**src/rtl/polyphase_fir_decimator_by_two_assert.svh**
```systemverilog
// assertion macros for the polyphase decimator
`ifndef POLYPHASE_FIR_DECIMATOR_BY_TWO_ASSERT_SVH
`define POLYPHASE_FIR_DECIMATOR_BY_TWO_ASSERT_SVH

// checked on the rising clock edge, quiet while reset is held
`define PFD2_ASSERT(lbl, prop, msg) \
  lbl: assert property (@(posedge clk_i) disable iff (!rst_ni) prop) else $error(msg);

// checked on every rising clock edge, reset included
`define PFD2_ASSERT_ALWAYS(lbl, prop, msg) \
  lbl: assert property (@(posedge clk_i) prop) else $error(msg);

`endif

```
**src/rtl/pfd2_pkg.sv**
```systemverilog
// shared constants, widths and coefficient rom of the polyphase decimator
package pfd2_pkg;

  localparam int TAPS_PER_PHASE = 32;
  localparam int SAMPLE_WIDTH   = 16;
  localparam int COEF_WIDTH     = 18;
  localparam int ROM_TAPS       = 32;

  // derived widths
  localparam int IDX_W  = (TAPS_PER_PHASE > 1) ? $clog2(TAPS_PER_PHASE) : 1;
  localparam int PROD_W = SAMPLE_WIDTH + COEF_WIDTH;
  localparam int ACC_W  = PROD_W + $clog2(2 * TAPS_PER_PHASE) + 1;
  localparam int FRAC   = COEF_WIDTH - 1;

  // phase zero coefficients, q1.17
  localparam int COEF_ROM [ROM_TAPS] = '{
    -16, 24, 11, -95, 248, -463, 699, -874,
    870, -546, -240, 1611, -3686, 6688, -11480, 24387,
    52893, -4755, -869, 2706, -3122, 2812, -2153, 1403,
    -734, 238, 61, -190, 202, -154, 90, -52
  };

  // control from the sequencer to the multiply-accumulate unit
  typedef struct packed {
    logic clear;
    logic issue;
  } mac_ctrl_t;

  // phase one reads the table back to front, taps past the table are zero
  function automatic logic signed [COEF_WIDTH-1:0] coef_at(logic phase,
                                                           logic [IDX_W-1:0] idx);
    int k;
    k = phase ? (TAPS_PER_PHASE - 1 - int'(idx)) : int'(idx);
    if (k >= ROM_TAPS || k < 0) begin
      return '0;
    end
    return COEF_WIDTH'(COEF_ROM[k]);
  endfunction

endpackage

```
**src/rtl/pfd2_in_if.sv**
```systemverilog
// input channel: one beat carries a pair of samples
interface pfd2_in_if;
  logic                                   valid;
  logic                                   ready;
  logic signed [pfd2_pkg::SAMPLE_WIDTH-1:0] sample_first;
  logic signed [pfd2_pkg::SAMPLE_WIDTH-1:0] sample_second;

  modport source (output valid, output sample_first, output sample_second, input ready);
  modport sink   (input valid, input sample_first, input sample_second, output ready);
endinterface

```
**src/rtl/pfd2_out_if.sv**
```systemverilog
// output channel: one beat carries one filtered sample
interface pfd2_out_if;
  logic                                   valid;
  logic                                   ready;
  logic signed [pfd2_pkg::SAMPLE_WIDTH-1:0] filtered_sample;

  modport source (output valid, output filtered_sample, input ready);
  modport sink   (input valid, input filtered_sample, output ready);
endinterface

```
**src/rtl/polyphase_fir_decimator_by_two.sv**
```systemverilog
// top level of the two-phase polyphase fir decimator
// an accepted input beat passes the run, drain and hand-over states before the output beat is valid
// one shared multiply-accumulate serves every tap, so no new pair is taken until the result is handed over
//   (2 x TAPS_PER_PHASE taps, then product drain and output load, which waits while an output beat is pending)
// reset: asynchronous, clears both delay lines, the sequencer and the output valid
module polyphase_fir_decimator_by_two (
  input  logic       clk_i,
  input  logic       rst_ni,
  pfd2_in_if.sink    in_i,
  pfd2_out_if.source out_o
);

  localparam logic [pfd2_pkg::IDX_W-1:0] LAST_IDX =
    pfd2_pkg::IDX_W'(pfd2_pkg::TAPS_PER_PHASE - 1);

  typedef enum logic [1:0] {
    ST_IDLE,
    ST_RUN,
    ST_DRAIN,
    ST_DONE
  } state_e;

  state_e                                   state_q;
  logic                                     phase_q;
  logic [pfd2_pkg::IDX_W-1:0]               idx_q;
  logic                                     out_valid_q;
  logic signed [pfd2_pkg::SAMPLE_WIDTH-1:0] out_data_q;

  logic                                     accept;
  logic                                     last_tap;
  pfd2_pkg::mac_ctrl_t                      mac_ctrl;
  logic signed [pfd2_pkg::SAMPLE_WIDTH-1:0] tap_sample;
  logic signed [pfd2_pkg::COEF_WIDTH-1:0]   tap_coef;
  logic signed [pfd2_pkg::SAMPLE_WIDTH-1:0] mac_result;

  assign in_i.ready = (state_q == ST_IDLE);
  assign accept     = in_i.valid && in_i.ready;
  assign last_tap   = phase_q && (idx_q == LAST_IDX);

  assign mac_ctrl.clear = accept;
  assign mac_ctrl.issue = (state_q == ST_RUN);
  assign tap_coef       = pfd2_pkg::coef_at(phase_q, idx_q);

  assign out_o.valid           = out_valid_q;
  assign out_o.filtered_sample = out_data_q;

  pfd2_history u_history (
    .clk_i      (clk_i),
    .rst_ni     (rst_ni),
    .push_i     (accept),
    .first_i    (in_i.sample_first),
    .second_i   (in_i.sample_second),
    .rd_phase_i (phase_q),
    .rd_idx_i   (idx_q),
    .rd_data_o  (tap_sample)
  );

  pfd2_mac u_mac (
    .clk_i    (clk_i),
    .rst_ni   (rst_ni),
    .ctrl_i   (mac_ctrl),
    .sample_i (tap_sample),
    .coef_i   (tap_coef),
    .result_o (mac_result)
  );

  // sequencer: walk phase zero then phase one, drain, hand over the result
  always_ff @(posedge clk_i or negedge rst_ni) begin
    if (!rst_ni) begin
      state_q     <= ST_IDLE;
      phase_q     <= 1'b0;
      idx_q       <= '0;
      out_valid_q <= 1'b0;
      out_data_q  <= '0;
    end else begin
      if (out_o.valid && out_o.ready && (state_q != ST_DONE)) begin
        out_valid_q <= 1'b0;
      end
      unique case (state_q)
        ST_IDLE: begin
          if (accept) begin
            state_q <= ST_RUN;
            phase_q <= 1'b0;
            idx_q   <= '0;
          end
        end
        ST_RUN: begin
          if (last_tap) begin
            state_q <= ST_DRAIN;
          end else if (idx_q == LAST_IDX) begin
            phase_q <= 1'b1;
            idx_q   <= '0;
          end else begin
            idx_q <= idx_q + 1'b1;
          end
        end
        ST_DRAIN: begin
          state_q <= ST_DONE;
        end
        ST_DONE: begin
          if (!out_valid_q || out_o.ready) begin
            out_valid_q <= 1'b1;
            out_data_q  <= mac_result;
            state_q     <= ST_IDLE;
          end
        end
        default: begin
          state_q <= ST_IDLE;
        end
      endcase
    end
  end

  `include "polyphase_fir_decimator_by_two_assert.svh"

  // input ready drops once a pair is taken
  `PFD2_ASSERT(a_busy_after_accept, accept |=> !in_i.ready, "input ready after accept")
  // a new output beat only comes out of the hand-over state
  `PFD2_ASSERT(a_out_from_done, $rose(out_valid_q) |-> $past(state_q == ST_DONE), "stray output")
  // tap index stays inside the delay line while running
  `PFD2_ASSERT(a_idx_range, (state_q == ST_RUN) |-> (idx_q <= LAST_IDX), "tap index out of range")
  // no output beat is pending while reset is held
  `PFD2_ASSERT_ALWAYS(a_reset_clear, !rst_ni |-> !out_o.valid, "output valid during reset")

endmodule

```
**src/rtl/pfd2_history.sv**
```systemverilog
// two delay lines, one per phase, with a single indexed read port
module pfd2_history (
  input  logic                                     clk_i,
  input  logic                                     rst_ni,
  input  logic                                     push_i,
  input  logic signed [pfd2_pkg::SAMPLE_WIDTH-1:0] first_i,
  input  logic signed [pfd2_pkg::SAMPLE_WIDTH-1:0] second_i,
  input  logic                                     rd_phase_i,
  input  logic [pfd2_pkg::IDX_W-1:0]               rd_idx_i,
  output logic signed [pfd2_pkg::SAMPLE_WIDTH-1:0] rd_data_o
);

  logic signed [pfd2_pkg::SAMPLE_WIDTH-1:0] line0_q [pfd2_pkg::TAPS_PER_PHASE];
  logic signed [pfd2_pkg::SAMPLE_WIDTH-1:0] line1_q [pfd2_pkg::TAPS_PER_PHASE];

  // shift down by one, newest sample lands at the top index
  always_ff @(posedge clk_i or negedge rst_ni) begin
    if (!rst_ni) begin
      for (int i = 0; i < pfd2_pkg::TAPS_PER_PHASE; i++) begin
        line0_q[i] <= '0;
        line1_q[i] <= '0;
      end
    end else if (push_i) begin
      for (int i = 0; i + 1 < pfd2_pkg::TAPS_PER_PHASE; i++) begin
        line0_q[i] <= line0_q[i+1];
        line1_q[i] <= line1_q[i+1];
      end
      line0_q[pfd2_pkg::TAPS_PER_PHASE-1] <= first_i;
      line1_q[pfd2_pkg::TAPS_PER_PHASE-1] <= second_i;
    end
  end

  // tap select for the shared multiplier
  assign rd_data_o = rd_phase_i ? line1_q[rd_idx_i] : line0_q[rd_idx_i];

endmodule

```
**src/rtl/pfd2_mac.sv**
```systemverilog
// shared multiply-accumulate unit with rounding and saturation of the sum
module pfd2_mac (
  input  logic                                     clk_i,
  input  logic                                     rst_ni,
  input  pfd2_pkg::mac_ctrl_t                      ctrl_i,
  input  logic signed [pfd2_pkg::SAMPLE_WIDTH-1:0] sample_i,
  input  logic signed [pfd2_pkg::COEF_WIDTH-1:0]   coef_i,
  output logic signed [pfd2_pkg::SAMPLE_WIDTH-1:0] result_o
);

  localparam logic signed [pfd2_pkg::ACC_W-1:0] RND_HALF =
    pfd2_pkg::ACC_W'(64'sd1 <<< (pfd2_pkg::FRAC - 1));
  localparam logic signed [pfd2_pkg::ACC_W-1:0] SAT_HI =
    pfd2_pkg::ACC_W'((64'sd1 <<< (pfd2_pkg::SAMPLE_WIDTH - 1)) - 64'sd1);
  localparam logic signed [pfd2_pkg::ACC_W-1:0] SAT_LO = -SAT_HI - 1;

  logic signed [pfd2_pkg::PROD_W-1:0] prod_q;
  logic                               prod_vld_q;
  logic signed [pfd2_pkg::ACC_W-1:0]  acc_q;
  logic signed [pfd2_pkg::ACC_W-1:0]  rnd;
  logic signed [pfd2_pkg::ACC_W-1:0]  shf;

  // product register then accumulate
  always_ff @(posedge clk_i or negedge rst_ni) begin
    if (!rst_ni) begin
      prod_vld_q <= 1'b0;
      acc_q      <= '0;
    end else begin
      prod_vld_q <= ctrl_i.issue;
      if (ctrl_i.clear) begin
        acc_q <= '0;
      end else if (prod_vld_q) begin
        acc_q <= acc_q + pfd2_pkg::ACC_W'(prod_q);
      end
    end
  end

  always_ff @(posedge clk_i) begin
    if (ctrl_i.issue) begin
      prod_q <= sample_i * coef_i;
    end
  end

  // round half up to the sample grid, then clamp
  always_comb begin
    rnd = acc_q + RND_HALF;
    shf = rnd >>> pfd2_pkg::FRAC;
    if (shf > SAT_HI) begin
      result_o = pfd2_pkg::SAMPLE_WIDTH'(SAT_HI);
    end else if (shf < SAT_LO) begin
      result_o = pfd2_pkg::SAMPLE_WIDTH'(SAT_LO);
    end else begin
      result_o = pfd2_pkg::SAMPLE_WIDTH'(shf);
    end
  end

endmodule
```
**src/flat_wrapper.sv**
```systemverilog
// flat-port wrapper written by rule: the top's interface ports become plain ports
module polyphase_fir_decimator_by_two_flat 
  (clk_i, rst_ni, in_i_valid, in_i_sample_first, in_i_sample_second, in_i_ready, out_o_valid, out_o_filtered_sample, out_o_ready);
  pfd2_in_if in_i_i ();
  pfd2_out_if out_o_i ();
  input  logic clk_i;
  input  logic rst_ni;
  input wire logic [$bits(in_i_i.valid)-1:0] in_i_valid;
  input wire logic [$bits(in_i_i.sample_first)-1:0] in_i_sample_first;
  input wire logic [$bits(in_i_i.sample_second)-1:0] in_i_sample_second;
  output wire logic [$bits(in_i_i.ready)-1:0] in_i_ready;
  output wire logic [$bits(out_o_i.valid)-1:0] out_o_valid;
  output wire logic [$bits(out_o_i.filtered_sample)-1:0] out_o_filtered_sample;
  input wire logic [$bits(out_o_i.ready)-1:0] out_o_ready;
  assign in_i_i.valid = in_i_valid;
  assign in_i_i.sample_first = in_i_sample_first;
  assign in_i_i.sample_second = in_i_sample_second;
  assign in_i_ready = in_i_i.ready;
  assign out_o_valid = out_o_i.valid;
  assign out_o_filtered_sample = out_o_i.filtered_sample;
  assign out_o_i.ready = out_o_ready;
  polyphase_fir_decimator_by_two u_core (.clk_i(clk_i), .rst_ni(rst_ni), .in_i(in_i_i), .out_o(out_o_i));
endmodule
```
**config.mk**
```make
export PLATFORM = sky130hd
export DESIGN_NAME = polyphase_fir_decimator_by_two_flat
export DESIGN_NICKNAME = d
export VERILOG_FILES = /design/src/rtl/pfd2_pkg.sv /design/src/rtl/pfd2_in_if.sv /design/src/rtl/pfd2_out_if.sv /design/src/rtl/polyphase_fir_decimator_by_two.sv /design/src/rtl/pfd2_history.sv /design/src/rtl/pfd2_mac.sv /design/src/flat_wrapper.sv
export VERILOG_INCLUDE_DIRS = /design/src /design/src/rtl
export SDC_FILE = /design/constraint.sdc
export NUM_CORES = 2
export LEC_CHECK = 0
export ABC_AREA = 1
export ABC_CLOCK_PERIOD_IN_PS = 21600
export BUFFER_PORTS_ARGS = -buffer_cell sky130_fd_sc_hd__clkbuf_2
export CAP_MARGIN = 20
export CORE_ASPECT_RATIO = 0.5
export CORE_MARGIN = 5
export CORE_UTILIZATION = 42
export CTS_BUF_LIST = sky130_fd_sc_hd__clkbuf_16
export CTS_CLUSTER_DIAMETER = 40
export DETAILED_ROUTE_END_ITERATION = 6
export SETUP_SLACK_MARGIN = 0.3
export SLEW_MARGIN = 15
export SYNTH_ARGS = -nofsm -noshare
export SYNTH_HDL_FRONTEND = slang
export SYNTH_HIERARCHICAL = 1
export SYNTH_SLANG_ARGS = --single-unit
```
**constraint.sdc**
```tcl
create_clock -name clk_i -period 21.6 [get_ports clk_i]
set_input_delay 2.16 -clock clk_i [delete_from_list [all_inputs] [get_ports clk_i]]
set_output_delay 2.16 -clock clk_i [all_outputs]
set_load 0.005 [all_outputs]
```
-- Word level (Yosys, flattened, before mapping)
Memory sizes are Yosys's and may differ from the RTL's.
Cells that the tools add are included.
- register bits: 1125
- bits in read-only memories: 1024
- bits of input ports: 36
- output and inout port bits: 18
- memories: 1
- memories (memory ; depth ; bits a word ; rd ports ; clocked after memory_dff ; write ports ; line ; text):
    (name not given) ; 32 ; 32 ; 1 ; 0 ; 0 ; pfd2_pkg.sv:37 ; return COEF_WIDTH'(COEF_ROM[k]);
- $add $sub $neg: 4
- $mul: 1
- order comparisons: 6
- equal/unequal tests: 10
- multiplexer cells: 32
- bitwise logic cells: 2
- reductions and logical operators: 14
- operator list (cell ; number):
    $bmux 16 s5 ; 2
    $mux 16 ; 7
    $mux 41 ; 2
    $mux 18 ; 4
    $add 41x18->41 const B ; 1
    $add 41x34->41 ; 1
    $mul 16x18->34 ; 1
    $ge 32x6->1 const B ; 1
    $ge 32x7->1 const B ; 1
    $lt 32x1->1 const B ; 1
    $mux 32 ; 1
    $not 32->32 ; 1
    $gt 24x16->1 const B ; 1
    $lt 24x16->1 const B ; 1
    $mux 5 ; 3
    $pmux 5 s2 ; 1
    $pmux 2 s4 ; 1
    $mux 1 ; 7
    $ge 6x6->1 const B ; 1
    $mux 2 ; 3
    $ne 2x1->1 const B ; 3
    $ne 2x2->1 const B ; 3
    $not 5->6 ; 1
    $reduce_and 3->1 ; 2
    other kinds (13) ; 19

-- Depth between registers and ports, before layout
- depth after elaboration: 8
- depth in mapped cells: 39

-- Modules after synthesis
The synthesis kept the hierarchy.
- by module, submodules not included (module ; times used ; cells an instance ; area each (µm²) ; seq. area each (µm²)):
    pfd2_history ; 1 ; 6173 ; 48358.9 ; 25624.6
    pfd2_mac ; 1 ; 2410 ; 17528.1 ; 2072.0
    polyphase_fir_decimator_by_two ; 1 ; 302 ; 2117.0 ; 625.6

-- Least setup slack after synthesis
No wires, ideal clock.
- kind: register -> register
- start point: reg u_core.phase_q
- end point: reg u_core/u_mac/prod_q[29] (netlist bit), data pin
- arrival: 6.825 ns
- data required time: 21.348 ns
- slack: 14.522 ns
- cell stages (with the launch flop): 33
- buffers on the path: 2
- period minus slack after synthesis: 7.078 ns
- cells stage by stage: dfrtp_1 -> buf_6 -> inv_6 -> nand2_1 -> nand2_1 -> ha_1 -> inv_1 -> nand3_1 -> nand3_4 -> nand3_1 -> nand2_1 -> clkbuf_1 -> nand2_1 -> inv_1 -> fa_1 -> fa_1 -> inv_1 -> fa_1 -> fa_1 -> inv_1 -> fa_1 -> inv_1 -> fa_1 -> inv_1 -> ha_1 -> a21oi_1 -> o21a_1 -> a21boi_0 -> nand3_1 -> nand3_1 -> nand2_1 -> nand2_1 -> nand2_1
- cells in the longest elaborated chain, start to end: 7
- ends and longest elaborated chain (element ; line ; text):
    start: declaration ; polyphase_fir_decimator_by_two.sv:24 ; logic phase_q;
    start signal: assignment ; polyphase_fir_decimator_by_two.sv:71 ; phase_q <= 1'b0;
    start signal: assignment ; polyphase_fir_decimator_by_two.sv:83 ; phase_q <= 1'b0;
    start signal: assignment ; polyphase_fir_decimator_by_two.sv:91 ; phase_q <= 1'b1;
    $mux 32 * ; pfd2_pkg.sv:33 ; k = phase ? (TAPS_PER_PHASE - 1 - int'(idx)) : int'(idx);
    branches (longest 4 deep; another with $ge 32x7->1) ; - ;
    $mux 18 * ; pfd2_pkg.sv:37 ;
    named net u_core.tap_coef, one bit ; polyphase_fir_decimator_by_two.sv:33 ; logic signed [pfd2_pkg::COEF_WIDTH-1:0] tap_coef;
    $mul 16x18->34 * ; pfd2_mac.sv:40 ; prod_q <= sample_i * coef_i;
    end signal: assignment ; pfd2_mac.sv:40 ;
    end: declaration ; pfd2_mac.sv:17 ; logic signed [pfd2_pkg::PROD_W-1:0] prod_q;
Mark *: on every way through the listed nets, which the timed path passes. The select of a mux whose other input is x is not followed.
A chain may end at the register's enable or synchronous reset.

-- Worst setup path after layout
- start point: reg u_core/idx_q[2] (netlist bit)
- end point: reg u_core/u_mac/prod_q[29] (netlist bit), data pin
- RTL lines (element ; line ; text):
    start: declaration ; polyphase_fir_decimator_by_two.sv:25 ; logic [pfd2_pkg::IDX_W-1:0] idx_q;
    start signal: assignment ; polyphase_fir_decimator_by_two.sv:94 ; idx_q <= idx_q + 1'b1;
    $not 5->6 (implied by the code) * ; pfd2_history.sv:34 ; assign rd_data_o = rd_phase_i ? line1_q[rd_idx_i] : line0_q[rd_idx_i];
    $bmux 16 s5 ; pfd2_history.sv:34 ;
    $mux 16 (implied by the code) (2 in series) ; pfd2_history.sv:34 ;
    $mux 16 * ; pfd2_history.sv:34 ;
    named net u_core.tap_sample, one bit ; polyphase_fir_decimator_by_two.sv:32 ; logic signed [pfd2_pkg::SAMPLE_WIDTH-1:0] tap_sample;
    $mul 16x18->34 * ; pfd2_mac.sv:40 ;
Mark *: on every way through the listed nets, which the timed path passes. The rest lies on a longest branch. The select of a mux whose other input is x is not followed.

==> results.md <==
- Outcome: completed
- Synth area leaders: dfrtp_1 (40%), nand2_1 (15%), fa_1 (8.6%), nand3_1 (7.2%), inv_1 (6.2%)
- CTS Buffer Depth: 3
- CP Data Arrival Time: between 9000 and 10000 ps
- Layout cell share with drive strength beyond 1: 4.46%
- Critical path type: reg2reg
- Yosys top cell area share: about two fifths
- Fillers: about 16000
- Synth Cell Area: between 60000 and 70000 um2
- Routability cong.: around 0.91
- Die H: between 200 and 300 um
- Global-route wire length before repair: 283000 um
- Crit start category: flip-flop
- Vias in the first global route: between 50000 and 60000
- Worst Hold Class: reg2reg
- Root Driver: clkbuf_16
- Ys flop type: dfrtp_1
- CP Capture Type: flip-flop
- Non-filler cells, final: 10900
- CP Max Fanout: 54
- Slowest stage delay, CP: 720 ps
- Setup ws final: 12080 ps
- IO Count: 54
- Yosys cell types: 46
- Multi-input gate area: 32500 um2
- RSZ-0062 raised after global routing: false
- CTS HTree Levels: 3
- Hold Vio Cnt, Final: 0
- Post-synthesis register bit count: 1125
- Syn nets: 9355
- Total grt overflow: 0
- Die width: 579 um
- Seq/Total Area, Yosys: roughly two fifths
- Final worst path period share: between 40 and 50%
- Slew Limit Fails: 0
- Yosys warning count: 6
- Mean Syn Cell Area: 7.65 um2
- Clock sink total: roughly 1100
- # hold bufs at CTS: 0
- IO buf count: 53
- Drt total wl: 172000 um
- Die area: 171000 um2
- Clk slew on worst S/H paths: 70 ps
- Synth cell count leaders: nand2_1 (2632), inv_1 (1115), dfrtp_1 (1091)
- Starting Density: 42.3%
- Placed insts: 10600
- Via count: 54600
- Fmax: about 0.11 GHz
- Most instantiated library cell after synthesis: nand2_1
- Routed wirelength normalized by instance count: 15.8 um
- Final ANT Viol Nets: 0
- DRT iter0 DRCs: 3973
- Initial antenna violation count: 1
- Largest area contributor in the netlist: dfrtp_1
- Post-synth EDFFs: 34
- Clock Skew: 59.2 ps
- Setup violations, final: 0
- Largest net degree at the start of global routing: 256
- Row cnt: 104
- Min cycle time layout: 9520 ps
- Slowest CP cell: fa_1
- Fin nets: 9071
- Total iterations of the first detailed-routing run: 5
- DR DRC count: 0
- Routed vias/inst: 5.02
- Register area: around 28000 um2
- Share of synthesized registers carrying an async set or reset: 97.0%
- GRT Resource Usage Total: 20.2%
- Area of the core: roughly 160000 um2
- Max-Cap Viols: 0
- CTS tree: done
- Worst Tran Pin Value: 1140 ps
- Worst rel slew slack: between 20% and 30%
- Post-CTS resize count: 0
- Layout area overhead: 7.13%
- CTS buffer count: 119
- Setup Buffers After CTS: 0
- Fin Setup TNS: 0 ps
- ANT cells: 0
- Cells after synthesis: 8885
- Clk Latency, worst-skew pair: 750 ps
- Placed wire-length estimate: 106000 um
- CP required: 22050 ps
- Placement Setup Slack: 12120 ps
- Critical path's most frequent cell: nand2_1
==> sequential cells by signal (all words and copies together), names as in the netlist <==
name                          flops
u_core/u_history/line1_q        512
u_core/out_o.filtered_sample     16
u_core/u_mac/prod_vld_q           1
u_core/idx_q                      5
u_core/out_o.valid                1
u_core/u_mac/prod_q              34
u_core/u_history/line0_q        512
u_core/state_q                    2
u_core/phase_q                    1
u_core/u_mac/acc_q               41
==> cell usage in the layout, fill, tap and decap left out, types with 4 or more instances in the layout <==
cell	Yosys	layout
buf_4	73	56
clkinv_2	0	14
o21bai_1	7	7
nand2_1	2632	2631
inv_2	6	5
clkinv_16	0	5
bufinv_16	0	12
dfrtp_1	1091	1086
mux2_2	32	32
a21oi_1	610	610
fa_1	291	291
nand2_2	11	12
o21ai_0	594	594
clkinv_4	0	6
clkinv_1	1	20
clkbuf_2	0	52
inv_6	1	10
clkbuf_16	0	122
nand4_1	26	26
nand3b_1	6	6
inv_8	1	10
nor3_1	14	14
xor2_1	33	33
nand3_1	983	983
clkinvlp_4	0	7
inv_1	1115	1127
dfrtp_4	0	4
nor2_1	667	665
buf_12	0	10
ha_1	143	142
edfxtp_1	34	34
or2_2	10	10
buf_16	0	4
xnor2_1	19	19
==> worst max-delay path: cells and delay by family (launching register included) <==
| kind | cells | cell delay (ps) |
|---|---|---|
| fa+ha+maj | 7 | 3630 |
| flops | 1 | 670 |
| simple gates | 12 | 1900 |
| buf+inv | 8 | 2340 |
| compound gates | 3 | 560 |
==> final cells by class <==
cell class	instances	area share (%)
clock buffer	122	4.19
tap	2173	3.73
sequential	1125	38.9
clock inverter	95	1.36
multi-input combinational	6108	44.6
inverter	1124	5.86
timing repair buffer	123	1.38
==> routing by layer <==
metal	share of wire (%)	wire (um)	track usage (%)	up-vias
met3	5.0	8560	3.01	199
met2	44	75200	31.5	1056
li1	-	-	-	27200
met1	49	84600	29.8	26100
met5	0	0	0	-
met4	2.0	3360	4.24	0
==> kinds of logic (layout without fill, tap and decap cells) <==
| logic type | after synthesis | in the layout | share of synthesized area, % |
|---|---|---|---|
| XOR/XNOR | 52 | 52 | 0.670 |
| adder cells (fa/ha/maj) | 434 | 434 | 11.2 |
| flip-flops | 1125 | 1125 | 41.6 |
| AO/OA/AOI/OAI | 1231 | 1231 | 9.15 |
| multiplexers | 32 | 32 | 0.530 |
| AND/OR/NAND/NOR | 4359 | 4359 | 26.2 |
| buffers and inverters | 1652 | 1464 | 10.6 |
==> through the flow <==
| stage | instance area (um2) | hold WS [ps] | util [%] |
|---|---|---|---|
| 3_3_place_gp | 68700 | 466 | 42.7 |
| 4_1_cts | 72700 | 480 | 45.2 |
| 6_report | 72900 | 475 | 45.3 |
| 5_1_grt | 72900 | 485 | 45.3 |
| 2_1_floorplan | 68000 | 453 | - |
| 3_5_place_dp | 68700 | 472 | 42.7 |
==> path summary, 6_finish.rpt <==
check                                                               start                                        end  slack [ps]  cells after the start
worst max-delay path                          u_core/idx_q[2]$_DFFE_PN0P_          u_core/u_mac/prod_q[29]$_DFFE_PP_       12080                     30
worst min-delay path            u_core/u_history/line1_q[347]$_DFFE_PN0P_  u_core/u_history/line1_q[363]$_DFFE_PN0P_         470                      2
worst max register to register                u_core/idx_q[2]$_DFFE_PN0P_          u_core/u_mac/prod_q[29]$_DFFE_PP_       12080                     30
worst min register to register  u_core/u_history/line1_q[347]$_DFFE_PN0P_  u_core/u_history/line1_q[363]$_DFFE_PN0P_         470                      2
max in group asynchronous                                          rst_ni  u_core/u_history/line1_q[108]$_DFFE_PN0P_       16220                      7
min in group asynchronous                                          rst_ni    u_core/u_history/line0_q[6]$_DFFE_PN0P_        1510                      1
Power is not shown: default switching activity piles up to over one toggle a cycle in this logic, so the estimate is an artifact.
